`config.mk`:
```
export PLATFORM = sky130hd
export DESIGN_NAME = rllt_ctrl
export DESIGN_NICKNAME = d
export VERILOG_FILES = /design/src/hw/rtl/rllt_pkg.sv /design/src/hw/rtl/rllt_ctrl.sv
export SDC_FILE = /design/constraint.sdc
export NUM_CORES = 1
export LEC_CHECK = 0
export BUFFER_PORTS_ARGS = -buffer_cell sky130_fd_sc_hd__buf_4
export CAP_MARGIN = 20
export CORE_AREA = 5 5 42 44
export CTS_BUF_LIST = sky130_fd_sc_hd__clkbuf_8
export CTS_CLUSTER_SIZE = 14
export DETAILED_ROUTE_END_ITERATION = 10
export DIE_AREA = 0 0 47 49
export REMOVE_ABC_BUFFERS = 1
export SYNTH_ARGS = -nofsm -noshare
export SYNTH_HDL_FRONTEND = slang
export SYNTH_SLANG_ARGS = --single-unit
```
`constraint.sdc`:
```
create_clock -name clk -period 3.6 [get_ports clk]
set_clock_uncertainty 0.1 [all_clocks]
set_input_delay 0.72 -clock clk [delete_from_list [all_inputs] [get_ports clk]]
set_output_delay 0.72 -clock clk [all_outputs]
set_load 0.005 [all_outputs]
```
`src/hw/rtl/rllt_pkg.sv`:
```
// shared types and constants of the run-length line table
package rllt_pkg;

  localparam int unsigned MAX_RUNS  = 256;
  localparam int unsigned MAX_BYTES = 65536;

  localparam int unsigned RUN_AW  = $clog2(MAX_RUNS);
  localparam int unsigned RUN_CW  = $clog2(MAX_RUNS + 1);
  localparam int unsigned BYTE_CW = $clog2(MAX_BYTES + 1);
  localparam int unsigned LINE_W  = 16;
  localparam int unsigned OFS_W   = 16;
  localparam int unsigned ENTRY_W = OFS_W + LINE_W;

  typedef enum logic [1:0] {
    ST_OK    = 2'd0,
    ST_FULL  = 2'd1,
    ST_EMPTY = 2'd2
  } status_t;

  typedef enum logic {
    REQ_APPEND = 1'b0,
    REQ_LOOKUP = 1'b1
  } req_kind_t;

  typedef struct packed {
    logic              req_type;
    logic [LINE_W-1:0] source_line;
    logic [OFS_W-1:0]  query_offset;
  } req_t;

  typedef struct packed {
    logic [LINE_W-1:0] found_line;
    status_t           status;
  } rsp_t;

  typedef struct packed {
    logic [OFS_W-1:0]  start_ofs;
    logic [LINE_W-1:0] line;
  } entry_t;

  // controller to datapath
  typedef struct packed {
    logic load;
    logic append;
    logic empty;
    logic rd;
    logic step;
    logic final_out;
  } cmd_t;

  // datapath to controller
  typedef struct packed {
    logic is_append;
    logic is_empty;
    logic search_done;
  } sts_t;

endpackage

```
`src/hw/rtl/rllt_ctrl.sv`:
```
// sequencer for append and binary-search lookup
module rllt_ctrl
  import rllt_pkg::*;
(
  input  logic clk,
  input  logic rst_n,
  input  logic start,
  input  sts_t sts,
  output cmd_t cmd,
  output logic busy
);

  typedef enum logic [1:0] {
    S_IDLE,
    S_DECIDE,
    S_PROBE,
    S_FINAL
  } state_t;

  state_t state_r, state_nxt;
  logic   busy_r;

  always_comb begin
    cmd       = '0;
    state_nxt = state_r;
    unique case (state_r)
      S_IDLE: begin
        if (start) begin
          cmd.load  = 1'b1;
          state_nxt = S_DECIDE;
        end
      end
      S_DECIDE: begin
        if (sts.is_append) begin
          cmd.append = 1'b1;
          state_nxt  = S_IDLE;
        end else if (sts.is_empty) begin
          cmd.empty = 1'b1;
          state_nxt = S_IDLE;
        end else begin
          cmd.rd    = 1'b1;
          state_nxt = sts.search_done ? S_FINAL : S_PROBE;
        end
      end
      S_PROBE: begin
        // narrow the window on the word just read and issue the next read
        cmd.step  = 1'b1;
        cmd.rd    = 1'b1;
        state_nxt = sts.search_done ? S_FINAL : S_PROBE;
      end
      S_FINAL: begin
        cmd.final_out = 1'b1;
        state_nxt     = S_IDLE;
      end
      default: begin
        state_nxt = S_IDLE;
      end
    endcase
  end

  always_ff @(posedge clk) begin
    if (!rst_n) begin
      state_r <= S_IDLE;
      busy_r  <= 1'b0;
    end else begin
      state_r <= state_nxt;
      busy_r  <= (state_nxt != S_IDLE);
    end
  end

  assign busy = busy_r;

endmodule

```
==> reports/results.ini <==
[run_status]
status=finished, final reports clean

[timing]
min_period_ns=2.38
rsz0062_at_grt=false
fmax_mhz=421
hold_violations=0
worst_slew_pin_slew_ns=0.287
setup_tns_ns=0
finalSetupViolations=0
drv_slew=0
fin_crit_sh=0.660
post-route-worst-setup-slack_ns=1.22
slew_headroom=0.806

[cells_and_area]
n_fill_cell=163
drive_gt1_frac=0.419
instances_no_fill=59
finalNetCount=55
register_area_um2=60.1
areaGrowthSynthToFinish_pct=60.5
final_common_cell=buf_4
multi_input_area_um2=181
diodes=0
final_cell_mix=12 x buf_4, 5 x inv_1, 5 x ha_1

[synth]
synth.cell_area_um2=256
ys_ff_latch=3
yosys_warnings=0
avgSynthCellArea_um2=9.50
seq_area_frac_synth=0.234
yosysUniqueCellTypes=15
syn_inst=27

[worst_setup_path]
slowest_stage=or3b_4
required_ns=2.78
crit_chain=inv_1, ha_1, or3b_4, a21boi_0, buf_4
crit_family=simple AND/OR/NAND/NOR gates
worstSetupPathType=flip-flop to output port
crit_path_end_kind=output port
cp.arrival_ns=1.56
start_kind=flip-flop
critPathMaxStageDelay_ns=0.40
worstPathMaxFanout=5
path_buf_inv=2

[pwr]
power_frac_comb=0.164
leakage_nw=0.191
p_sw_uw=33.0
internal_power_uw=124
vdd_drop_max_mv=0.0784
swShare=0.211
seq_power_share=0.243
clkPwrFrac=0.593
p_per_area_nw_per_um2=381

[clock_tree]
postCtsSetupBuffers=0
cts_inserted_buffers=3
cts_buffer_depth=2
cts_root_buf=clkbuf_8
cts_tree=yes
clock_tree.htree_level_count=1
cts-resized-gates=0
path_clk_slew_ns=0.03
clock_latency_ns=0.21
cts_sinks=3
cts_hold_buf=0

[hold_path]
hold_path_class=flip-flop to flip-flop

[floorplan]
start_util=0.183
design.core.area_um2=1400
dieHeight_um=49
fp.dieW_um=47
io_pins=13
die_area_um2=2300
rows=14

[global_routing]
grt_max_degree=9
antenna_found_initial=0
grt_use_total=0.0613
globalRouteOverflowTotal=0
grt_first_pass_wirelength_um=986
grt_pass1_vias=273

[place]
pre_cts_ws_ns=1.23
placed_cells=55
dp_hpwl_um=483
gp_congestion=0.717
numPortBuffers=12

[detailed_routing]
route.vias.total=251
drt_first_pass_iters=4
postRouteAntennaNets=0
drc=0
vias_per_cell=4.25
drt_iter0_markers=1
post_drt_wl_per_cell_um=10.1
wl_um=595

[job]
max-cap-violations=0

-- Yosys cell counts --
master / number / area share
or3b_4: 1 / 0.044
nor4b_1: 1 / 0.034
nand3b_1: 2 / 0.059
and2_2: 1 / 0.029
dfxtp_1: 3 / 0.23
and3b_2: 1 / 0.039
ha_1: 5 / 0.24
nor2_1: 1 / 0.015
o311ai_1: 1 / 0.034
inv_1: 4 / 0.059
and2_1: 1 / 0.024
a21boi_0: 1 / 0.029
o211ai_1: 2 / 0.059
a211oi_1: 1 / 0.029
nand4b_1: 2 / 0.068
-- registers in the layout, indices dropped and copies added, names as in the netlist --
signal	flops
state_r	2
busy	1
-- metrics by stage --
stage / total power, mW / cell area (um2) / util / hold WS [ns]
2_1_floorplan: 0.0510 / 256 / - / 0.442
3_3_place_gp: 0.0647 / 367 / 0.262 / 0.493
3_5_place_dp: 0.0646 / 367 / 0.262 / 0.490
4_1_cts: 0.161 / 412 / 0.294 / 0.494
5_1_grt: 0.166 / 412 / 0.294 / 0.537
6_report: 0.157 / 412 / 0.294 / 0.493
-- layer usage --
layer | global-route usage | vias up | wire (um)
met5 | 0 | - | 0
met4 | 0.0415 | 0 | 4
met3 | 0.0369 | 2 | 48
met2 | 0.0860 | 7 | 273
met1 | 0.0659 | 113 | 268
li1 | - | 129 | -
-- cell type report --
type	instances	share of cell area
clock buffer	3	0.100
clock inverter	1	0.00912
timing repair buffer	12	0.219
multi-input combinational	20	0.441
sequential	3	0.146
tap	16	0.0486
inverter	4	0.0365
-- worst paths after layout --
check | cells past startpoint | slack, ns | end | start
max reg2reg | 4 | 2.15 | state_r[1] | state_r[1]
max | 5 | 1.22 | cmd[2] | state_r[1]
min reg2reg | 2 | 0.49 | state_r[1] | state_r[1]
min | 2 | 0.49 | state_r[1] | state_r[1]
-- worst min-delay path, stage by stage, from the launching register on --
cell	delay, ns
dfxtp_1	0.34
nand4b_1	0.11
o311ai_1	0.08
-- power by group through the flow --
stage / Sequential [mW] / Clock [mW] / Combinational [mW]
4_1_cts: 0.0380 / 0.0965 / 0.0263
3_3_place_gp: 0.0385 / 0 / 0.0263
3_5_place_dp: 0.0384 / 0 / 0.0262
6_report: 0.0381 / 0.0929 / 0.0258
5_1_grt: 0.0382 / 0.0985 / 0.0291
2_1_floorplan: 0.0380 / 0 / 0.0130
-- cell families (layout without fill, tap and decap cells) --
kind of cell / after synthesis / after routing / synth area share
buffers and inverters: 4 / 20 / 0.0585
flip-flops: 3 / 3 / 0.234
AO/OA/AOI/OAI: 5 / 5 / 0.151
AND/OR/NAND/NOR: 10 / 10 / 0.312
adder cells (fa/ha/maj): 5 / 5 / 0.244
(Power assumes the default switching activity.)
